$ cat config.mk
export PLATFORM = sky130hd
export DESIGN_NAME = power_cycle_print_trigger
export DESIGN_NICKNAME = d
export VERILOG_FILES = /design/src/rtl/pcpt_pkg.sv /design/src/rtl/pcpt_core.sv /design/src/rtl/power_cycle_print_trigger.sv
export SDC_FILE = /design/constraint.sdc
export NUM_CORES = 1
export LEC_CHECK = 0
export BUFFER_PORTS_ARGS = -buffer_cell sky130_fd_sc_hd__buf_2
export CAP_MARGIN = 15
export CORE_UTILIZATION = 50
export CTS_CLUSTER_DIAMETER = 40
export DETAILED_ROUTE_END_ITERATION = 6
export PLACE_DENSITY = 0.69
export SKIP_LAST_GASP = 1
export SYNTH_ARGS = -nofsm -noshare
export SYNTH_HDL_FRONTEND = slang
export SYNTH_SLANG_ARGS = --single-unit
export TNS_END_PERCENT = 50
$ cat constraint.sdc
create_clock -name clk -period 5.87 [get_ports clk]
set_clock_uncertainty 0.15 [all_clocks]
set_input_delay 0 -clock clk [delete_from_list [all_inputs] [get_ports clk]]
set_output_delay 0 -clock clk [all_outputs]
set_load 0.005 [all_outputs]
$ cat src/rtl/pcpt_pkg.sv
// Shared types, register indexes and reset constants for the power-cycle print trigger.
package pcpt_pkg;

    localparam int TIME_BITS_DEF = 32;
    localparam int CFG_IDX_W     = 3;
    localparam int CFG_DATA_W    = 32;
    localparam int MS_W          = 16;
    localparam int NOW_W         = 32;
    localparam int IN_TDATA_W    = 40;
    localparam int OUT_TDATA_W   = 8;

    localparam logic [CFG_IDX_W-1:0] CFG_POLL_INTERVAL = 3'd0;
    localparam logic [CFG_IDX_W-1:0] CFG_OFF_DEBOUNCE  = 3'd1;
    localparam logic [CFG_IDX_W-1:0] CFG_SETTLE        = 3'd2;
    localparam logic [CFG_IDX_W-1:0] CFG_COOLDOWN      = 3'd3;
    localparam logic [CFG_IDX_W-1:0] CFG_BOOT_TIME     = 3'd4;
    localparam logic [CFG_IDX_W-1:0] CFG_BOOT_GRACE    = 3'd5;
    localparam logic [CFG_IDX_W-1:0] CFG_FAST_DROP     = 3'd6;

    localparam logic [MS_W-1:0] RST_POLL_INTERVAL = 16'd250;
    localparam logic [MS_W-1:0] RST_OFF_DEBOUNCE  = 16'd1000;
    localparam logic [MS_W-1:0] RST_SETTLE        = 16'd3000;
    localparam logic [MS_W-1:0] RST_COOLDOWN      = 16'd15000;
    localparam logic [MS_W-1:0] RST_BOOT_GRACE    = 16'd5000;

    localparam logic [MS_W-1:0] FAST_DROP_MS = 16'd400;

    localparam logic OP_POLL = 1'b0;
    localparam logic OP_DONE = 1'b1;

    typedef struct packed {
        logic             print_success;
        logic             boot_print_pending;
        logic             portal_active;
        logic             phy_link_down;
        logic             printer_online;
        logic [NOW_W-1:0] now_ms;
    } item_t;

    typedef struct packed {
        logic seen_first_sample;
        logic last_online;
        logic print_satisfied;
        logic off_timing;
        logic ever_printed;
    } flags_t;

    typedef struct packed {
        logic poll_taken;
        logic off_confirmed;
        logic close_portal;
        logic print_request;
    } result_t;

endpackage

$ cat src/rtl/pcpt_core.sv
// Decision logic: next trigger state and result for one registered item.
module pcpt_core #(
    parameter int TIME_BITS = pcpt_pkg::TIME_BITS_DEF
) (
    input  logic [pcpt_pkg::MS_W-1:0] poll_interval_ms,
    input  logic [pcpt_pkg::MS_W-1:0] offline_debounce_ms,
    input  logic [pcpt_pkg::MS_W-1:0] settle_ms,
    input  logic [pcpt_pkg::MS_W-1:0] cooldown_ms,
    input  logic [TIME_BITS-1:0]      boot_time_ms,
    input  logic [pcpt_pkg::MS_W-1:0] boot_grace_ms,
    input  logic                      fast_drop_enable,
    input  logic                      op,
    input  pcpt_pkg::item_t           item,
    input  logic [TIME_BITS-1:0]      last_poll_time,
    input  logic [TIME_BITS-1:0]      online_since,
    input  logic [TIME_BITS-1:0]      offline_since,
    input  logic [TIME_BITS-1:0]      last_print_done,
    input  pcpt_pkg::flags_t          flags,
    output logic [TIME_BITS-1:0]      last_poll_time_next,
    output logic [TIME_BITS-1:0]      online_since_next,
    output logic [TIME_BITS-1:0]      offline_since_next,
    output logic [TIME_BITS-1:0]      last_print_done_next,
    output pcpt_pkg::flags_t          flags_next,
    output pcpt_pkg::result_t         result
);

    logic [TIME_BITS-1:0] now_t;
    logic [TIME_BITS-1:0] off_start;
    logic [TIME_BITS-1:0] on_start;
    logic [TIME_BITS-1:0] el_poll;
    logic [TIME_BITS-1:0] el_off;
    logic [TIME_BITS-1:0] el_boot;
    logic [TIME_BITS-1:0] el_done;
    logic [TIME_BITS-1:0] el_on;
    logic                 fast;
    logic                 cooling;

    assign now_t     = TIME_BITS'(item.now_ms);
    // offline timing starts now when it is not already running
    assign off_start = flags.off_timing ? offline_since : now_t;
    // online time restarts on an off-to-on edge
    assign on_start  = (item.printer_online && !flags.last_online) ? now_t : online_since;
    assign el_poll = now_t - last_poll_time;
    assign el_off  = now_t - off_start;
    assign el_boot = now_t - boot_time_ms;
    assign el_done = now_t - last_print_done;
    assign el_on   = now_t - on_start;
    assign fast    = fast_drop_enable && item.phy_link_down &&
                     (el_off >= TIME_BITS'(pcpt_pkg::FAST_DROP_MS));
    assign cooling = flags.ever_printed && (el_done < TIME_BITS'(cooldown_ms));

    always_comb
    begin
        last_poll_time_next  = last_poll_time;
        online_since_next    = online_since;
        offline_since_next   = offline_since;
        last_print_done_next = last_print_done;
        flags_next           = flags;
        result               = '0;
        if (op == pcpt_pkg::OP_DONE)
        begin
            last_print_done_next    = now_t;
            flags_next.ever_printed = 1'b1;
            if (item.print_success)
            begin
                flags_next.print_satisfied = 1'b1;
            end
        end
        else if (el_poll >= TIME_BITS'(poll_interval_ms))
        begin
            last_poll_time_next = now_t;
            result.poll_taken   = 1'b1;
            if (!flags.seen_first_sample)
            begin
                flags_next.seen_first_sample = 1'b1;
                flags_next.last_online       = item.printer_online;
                if (item.printer_online)
                begin
                    online_since_next = now_t;
                end
                else
                begin
                    offline_since_next    = now_t;
                    flags_next.off_timing = 1'b1;
                end
            end
            else if (!item.printer_online && flags.last_online)
            begin
                // drop pending: sample is not latched until confirmed
                if (!flags.off_timing)
                begin
                    offline_since_next    = now_t;
                    flags_next.off_timing = 1'b1;
                end
                if (fast || (el_off >= TIME_BITS'(offline_debounce_ms)))
                begin
                    flags_next.last_online     = 1'b0;
                    online_since_next          = '0;
                    offline_since_next         = '0;
                    flags_next.off_timing      = 1'b0;
                    flags_next.print_satisfied = 1'b0;
                    result.off_confirmed       = 1'b1;
                end
            end
            else
            begin
                if (item.printer_online && !flags.last_online)
                begin
                    online_since_next = now_t;
                end
                if (item.printer_online)
                begin
                    flags_next.off_timing = 1'b0;
                end
                if (item.printer_online && !flags.print_satisfied &&
                    (el_boot >= TIME_BITS'(boot_grace_ms)) && !cooling &&
                    (el_on >= TIME_BITS'(settle_ms)) && !item.boot_print_pending)
                begin
                    result.print_request = 1'b1;
                    result.close_portal  = item.portal_active;
                end
                flags_next.last_online = item.printer_online;
            end
        end
    end

endmodule

$ cat src/rtl/power_cycle_print_trigger.sv
// Top level of the power-cycle print trigger: stream ports, config registers, state.
// Path: an accepted item waits in the input register, then moves into the result
//   register once that register is free (input reg, result reg).
// Throughput: one item per cycle absent sink stalls; the only loop is the state update.
// Reset (rst_n low, asynchronous): both stages empty, config at its defaults,
//   trigger state cleared with print_satisfied set. No clearing pass is needed.
module power_cycle_print_trigger #(
    parameter int TIME_BITS = pcpt_pkg::TIME_BITS_DEF
) (
    input  logic                             clk,
    input  logic                             rst_n,
    // poll / print-done input
    input  logic                             s_axis_tvalid,
    output logic                             s_axis_tready,
    // tdata: [31:0] now_ms, [32] printer_online, [33] phy_link_down,
    //        [34] portal_active, [35] boot_print_pending, [36] print_success,
    //        [39:37] zero
    input  logic [pcpt_pkg::IN_TDATA_W-1:0]  s_axis_tdata,
    // tuser: [0] op (0 poll, 1 print done)
    input  logic                             s_axis_tuser,
    // result output
    output logic                             m_axis_tvalid,
    input  logic                             m_axis_tready,
    // tdata: [0] print_request, [1] close_portal, [2] off_confirmed,
    //        [3] poll_taken, [7:4] zero
    output logic [pcpt_pkg::OUT_TDATA_W-1:0] m_axis_tdata,
    // configuration writes
    input  logic                             cfg_valid,
    output logic                             cfg_ready,
    input  logic [pcpt_pkg::CFG_IDX_W-1:0]   cfg_index,
    input  logic [pcpt_pkg::CFG_DATA_W-1:0]  cfg_data
);

    // configuration registers
    logic [pcpt_pkg::MS_W-1:0] poll_interval_reg;
    logic [pcpt_pkg::MS_W-1:0] off_debounce_reg;
    logic [pcpt_pkg::MS_W-1:0] settle_reg;
    logic [pcpt_pkg::MS_W-1:0] cooldown_reg;
    logic [TIME_BITS-1:0]      boot_time_reg;
    logic [pcpt_pkg::MS_W-1:0] boot_grace_reg;
    logic                      fast_drop_reg;

    // input stage
    logic                      in_valid_reg;
    logic                      in_op_reg;
    pcpt_pkg::item_t           in_item_reg;

    // trigger state
    logic [TIME_BITS-1:0]      last_poll_reg;
    logic [TIME_BITS-1:0]      online_since_reg;
    logic [TIME_BITS-1:0]      offline_since_reg;
    logic [TIME_BITS-1:0]      last_done_reg;
    pcpt_pkg::flags_t          flags_reg;

    logic [TIME_BITS-1:0]      last_poll_next;
    logic [TIME_BITS-1:0]      online_since_next;
    logic [TIME_BITS-1:0]      offline_since_next;
    logic [TIME_BITS-1:0]      last_done_next;
    pcpt_pkg::flags_t          flags_next;
    pcpt_pkg::result_t         result_next;

    // result stage
    logic                      out_valid_reg;
    pcpt_pkg::result_t         out_result_reg;

    logic                      out_free;
    logic                      advance;
    logic                      in_xact;

    // The result register frees up whenever the sink takes its transaction,
    // so the input stage moves on in the same cycle.
    assign out_free      = !out_valid_reg || m_axis_tready;
    assign advance       = in_valid_reg && out_free;
    assign s_axis_tready = !in_valid_reg || out_free;
    assign in_xact       = s_axis_tvalid && s_axis_tready;

    assign m_axis_tvalid = out_valid_reg;
    assign m_axis_tdata  = {{(pcpt_pkg::OUT_TDATA_W - 4){1'b0}}, out_result_reg};
    assign cfg_ready     = 1'b1;

    // config writes must arrive only while the block is idle; the block does not enforce this
    always_ff @(posedge clk or negedge rst_n)
    begin
        if (!rst_n)
        begin
            poll_interval_reg <= pcpt_pkg::RST_POLL_INTERVAL;
            off_debounce_reg  <= pcpt_pkg::RST_OFF_DEBOUNCE;
            settle_reg        <= pcpt_pkg::RST_SETTLE;
            cooldown_reg      <= pcpt_pkg::RST_COOLDOWN;
            boot_time_reg     <= '0;
            boot_grace_reg    <= pcpt_pkg::RST_BOOT_GRACE;
            fast_drop_reg     <= 1'b0;
        end
        else if (cfg_valid && cfg_ready)
        begin
            case (cfg_index)
                pcpt_pkg::CFG_POLL_INTERVAL: poll_interval_reg <= cfg_data[15:0];
                pcpt_pkg::CFG_OFF_DEBOUNCE:  off_debounce_reg  <= cfg_data[15:0];
                pcpt_pkg::CFG_SETTLE:        settle_reg        <= cfg_data[15:0];
                pcpt_pkg::CFG_COOLDOWN:      cooldown_reg      <= cfg_data[15:0];
                pcpt_pkg::CFG_BOOT_TIME:     boot_time_reg     <= TIME_BITS'(cfg_data);
                pcpt_pkg::CFG_BOOT_GRACE:    boot_grace_reg    <= cfg_data[15:0];
                pcpt_pkg::CFG_FAST_DROP:     fast_drop_reg     <= cfg_data[0];
                default:                     ;
            endcase
        end
    end

    // input register
    always_ff @(posedge clk or negedge rst_n)
    begin
        if (!rst_n)
        begin
            in_valid_reg <= 1'b0;
        end
        else if (in_xact)
        begin
            in_valid_reg <= 1'b1;
        end
        else if (advance)
        begin
            in_valid_reg <= 1'b0;
        end
    end

    always_ff @(posedge clk)
    begin
        if (in_xact)
        begin
            in_op_reg   <= s_axis_tuser;
            in_item_reg <= pcpt_pkg::item_t'(s_axis_tdata[36:0]);
        end
    end

    pcpt_core #(
        .TIME_BITS (TIME_BITS)
    ) u_core (
        .poll_interval_ms     (poll_interval_reg),
        .offline_debounce_ms  (off_debounce_reg),
        .settle_ms            (settle_reg),
        .cooldown_ms          (cooldown_reg),
        .boot_time_ms         (boot_time_reg),
        .boot_grace_ms        (boot_grace_reg),
        .fast_drop_enable     (fast_drop_reg),
        .op                   (in_op_reg),
        .item                 (in_item_reg),
        .last_poll_time       (last_poll_reg),
        .online_since         (online_since_reg),
        .offline_since        (offline_since_reg),
        .last_print_done      (last_done_reg),
        .flags                (flags_reg),
        .last_poll_time_next  (last_poll_next),
        .online_since_next    (online_since_next),
        .offline_since_next   (offline_since_next),
        .last_print_done_next (last_done_next),
        .flags_next           (flags_next),
        .result               (result_next)
    );

    // state commits when the item moves into the result register
    always_ff @(posedge clk or negedge rst_n)
    begin
        if (!rst_n)
        begin
            last_poll_reg     <= '0;
            online_since_reg  <= '0;
            offline_since_reg <= '0;
            last_done_reg     <= '0;
            flags_reg         <= '{seen_first_sample: 1'b0, last_online: 1'b0,
                                   print_satisfied: 1'b1, off_timing: 1'b0,
                                   ever_printed: 1'b0};
        end
        else if (advance)
        begin
            last_poll_reg     <= last_poll_next;
            online_since_reg  <= online_since_next;
            offline_since_reg <= offline_since_next;
            last_done_reg     <= last_done_next;
            flags_reg         <= flags_next;
        end
    end

    // result register
    always_ff @(posedge clk or negedge rst_n)
    begin
        if (!rst_n)
        begin
            out_valid_reg <= 1'b0;
        end
        else if (advance)
        begin
            out_valid_reg <= 1'b1;
        end
        else if (m_axis_tready)
        begin
            out_valid_reg <= 1'b0;
        end
    end

    always_ff @(posedge clk)
    begin
        if (advance)
        begin
            out_result_reg <= result_next;
        end
    end

endmodule

==> flow_summary.json <==
{
  "async_reset_ff_share_pct": 85.5,
  "fin_hold_ws_ps": 21.6,
  "synth.cell_area_um2": 22800,
  "grt_use_met2_pct": 49.2,
  "p_total_mw": 10.5,
  "syn_area_per_cell_um2": 8.77,
  "synthCells": 2600,
  "use_met1_pct": 44.6,
  "num_vias": 21300,
  "die-width_um": 216,
  "relSlewSlack_pct": 29.8,
  "period_share_pct": 97.7,
  "finalSetupTns_ps": 0,
  "ys_ff_latch": 290,
  "synth_most_common_cell": "nand2_1",
  "worstPathMaxFanout": 16,
  "cp-end-kind": "flip-flop",
  "power_density_nw_per_um2": 371,
  "rr_startpoint": "in_item_reg[0]$_DFFE_PP_",
  "fp.dieH_um": 216,
  "placed_cells": 3299,
  "wl_per_cell_um": 21.0,
  "vdd_ir_drop_max_v": 0.000284,
  "design_area_um2": 28200,
  "drt-total-wl_um": 74800,
  "path_class": "reg2reg",
  "busiest_layer": "met2",
  "min_path_cells": 4,
  "yosysTopAreaCellShare_pct": 23.7,
  "io_pins": 92,
  "synth-main-ff-cell": "dfrtp_1",
  "critPathRequiredTime_ps": 6260,
  "status": "finished, final reports clean",
  "dpl.hpwl_um": 55100,
  "diodes": 0,
  "cts.sink_count": 290,
  "cts_tree": "built",
  "place_area_um2": 24600,
  "timing.fmax_mhz": 174,
  "synthTopCellsByCount": "nand2_1, ha_1, inv_1",
  "yosysUniqueCellTypes": 78,
  "ant_nets": 0,
  "min_path_type": "in2reg",
  "grt_pass1_wl_um": 116000,
  "io_buffers": 83,
  "avgViaCountPerCell": 6.00,
  "grt_max_degree": 162,
  "track_usage_pct": 31.9,
  "rows": 77,
  "largest_reg_flops": 37,
  "dr.first_iter.drc_count": 1571,
  "cts_buffer_depth": 3,
  "start_kind": "flip-flop",
  "hold_start": "cfg_data[22]",
  "p_leak_nw": 12.7,
  "min_to": "boot_time_reg[22]$_DFFE_PN0P_",
  "fin_crit_ps": 5740,
  "cts_made_buffers": 57,
  "cts_root_buf": "clkbuf_16",
  "grt_pass1_vias": 20600,
  "htree_levels": 2,
  "cap_violations": 0,
  "antenna_found_initial": 4,
  "drc_errors": 0,
  "synth.area.top_cells": "dfrtp_1, ha_1, edfxtp_1",
  "yosysSeqAreaShare_pct": 32.9,
  "rsz0062_at_grt": "yes",
  "first_pass_iters": 6,
  "core_um2": 44600,
  "fin_nets": 3235,
  "synth_top_area_cell": "dfrtp_1",
  "rrSetupSlack_ps": 130,
  "crit_arrival_ps": 6120,
  "grt_use_met3_pct": 5.05,
  "yosysWarnings": 0,
  "register_area_um2": 7510,
  "layoutNonFillerInstCount": 3555,
  "worstMarginPinSlew_ps": 1050,
  "path_clk_slew_ps": 50,
  "worstReg2RegEnd": "offline_since_reg[12]$_DFFE_PN0P_",
  "ff2ff_path_depth": 24,
  "cp-startpoint": "in_item_reg[0]$_DFFE_PP_",
  "drive_gt1_share_pct": 16.7,
  "start_util_pct": 51.1,
  "synth_edf_count": 42,
  "final.fill_count": 3744,
  "dieArea_um2": 46500,
  "finalSetupViolations": 0,
  "gp_congestion": 0.961,
  "multi_input_area_um2": 14200,
  "hold_viol": 0,
  "grt_overflow": 0,
  "insertion_delay_ps": 620,
  "syn_to_final_growth_pct": 23.9,
  "finalMaxSlewViolations": 0
}
metrics by stage:
step	util, %	setup slack (ps)
floorplan	-	42.7
global placement	55.2	35.8
detailed placement	55.2	6.05
CTS	62.6	22.6
global route	63.3	-92.0
finish	63.3	134
what timing repair did:
| action | 4_1_cts | 5_1_grt |
|---|---|---|
| hold buffers | 135 | 0 |
| gates cloned | 0 | 3 |
| endpoints found under the setup margin | 53 | 101 |
| endpoints found under the hold margin | 243 | 0 |
| pin swaps | 1 | 16 |
| buffers inserted | 0 | 10 |
| gates resized for setup | 1 | 50 |
worst max-delay path, cell delays in order, from the launching register on:
cell and delay (ps):
edfxtp_1 340, inv_1 60, buf_4 160, o21ai_1 130
ha_2 190, inv_1 50, fa_1 390, a21o_1 200
a221o_1 350, a221o_1 320, or3_1 320, and2_1 170
ha_1 280, a21oi_1 130, nor2b_1 80, a211oi_1 260
o2111ai_1 170, or4_4 570, nor4b_2 260, buf_4 170
a41oi_4 120, nor4_4 330, buf_4 190, buf_12 140
a22o_1 130
power breakdown:
group	internal [mW]	switching, mW
logic	1.97	2.67
registers	2.43	0.177
clock network	1.98	1.24
total	6.38	4.08
routing by layer:
layer  wire length, um  share of wire, %
met5                23             0.031
met3              5460               7.3
met4              3040               4.1
met1             33500                45
met2             32800                44
cells by family (layout without fill, tap and decap cells):
kind of cell               after synthesis  count (layout)  synth area share (%)
adders and majority gates              239             239                  13.3
AOI/OAI and AO/OA                      821             821                  23.2
other                                    2               5                0.0329
buffers and inverters                  328             688                  5.63
xor gates and xnor gates               101             101                  3.88
muxes                                  147             147                  6.85
DFF                                    290             290                  32.9
and+or+nand+nor                        672             672                  14.2
area by class of cell:
class | instances | area share (%)
repair buffers | 361 | 10.7
multi-input cells | 1985 | 50.3
flip-flops and latches | 290 | 26.6
clock buffers | 68 | 5.37
inverters | 220 | 2.92
well taps | 592 | 2.62
clock inverters | 39 | 1.40
layout by cell type (no fill, tap or decap), types with 40 or more instances in the layout:
master         netlist  final
nand2_1            258    258
ha_1               234    230
inv_1              220    220
dfrtp_1            216    215
a21oi_1            200    195
o21ai_0            197    192
dlygate4sd3_1        0    134
buf_4                5    127
nor2_1             124    124
buf_2                9     82
mux2i_1             74     73
mux2_2              71     71
xnor2_1             66     66
a22o_1              64     64
a21o_1              63     63
clkbuf_16            0     59
nand3_1             49     49
edfxtp_1            42     42
o21ai_1             38     41
nand4_1             40     40
worst max-delay path by stage:
stage	end	slack (ps)	cells past startpoint
2_1_floorplan	offline_since_reg[1]$_DFFE_PN0P_	40	23
3_3_place_gp	online_since_reg[4]$_DFFE_PN0P_	40	24
3_5_place_dp	online_since_reg[8]$_DFFE_PN0P_	6	24
4_1_cts	offline_since_reg[5]$_DFFE_PN0P_	20	22
5_1_grt	offline_since_reg[16]$_DFFE_PN0P_	-90	25
6_report	offline_since_reg[12]$_DFFE_PN0P_	130	24
(Power assumes the default switching activity.)
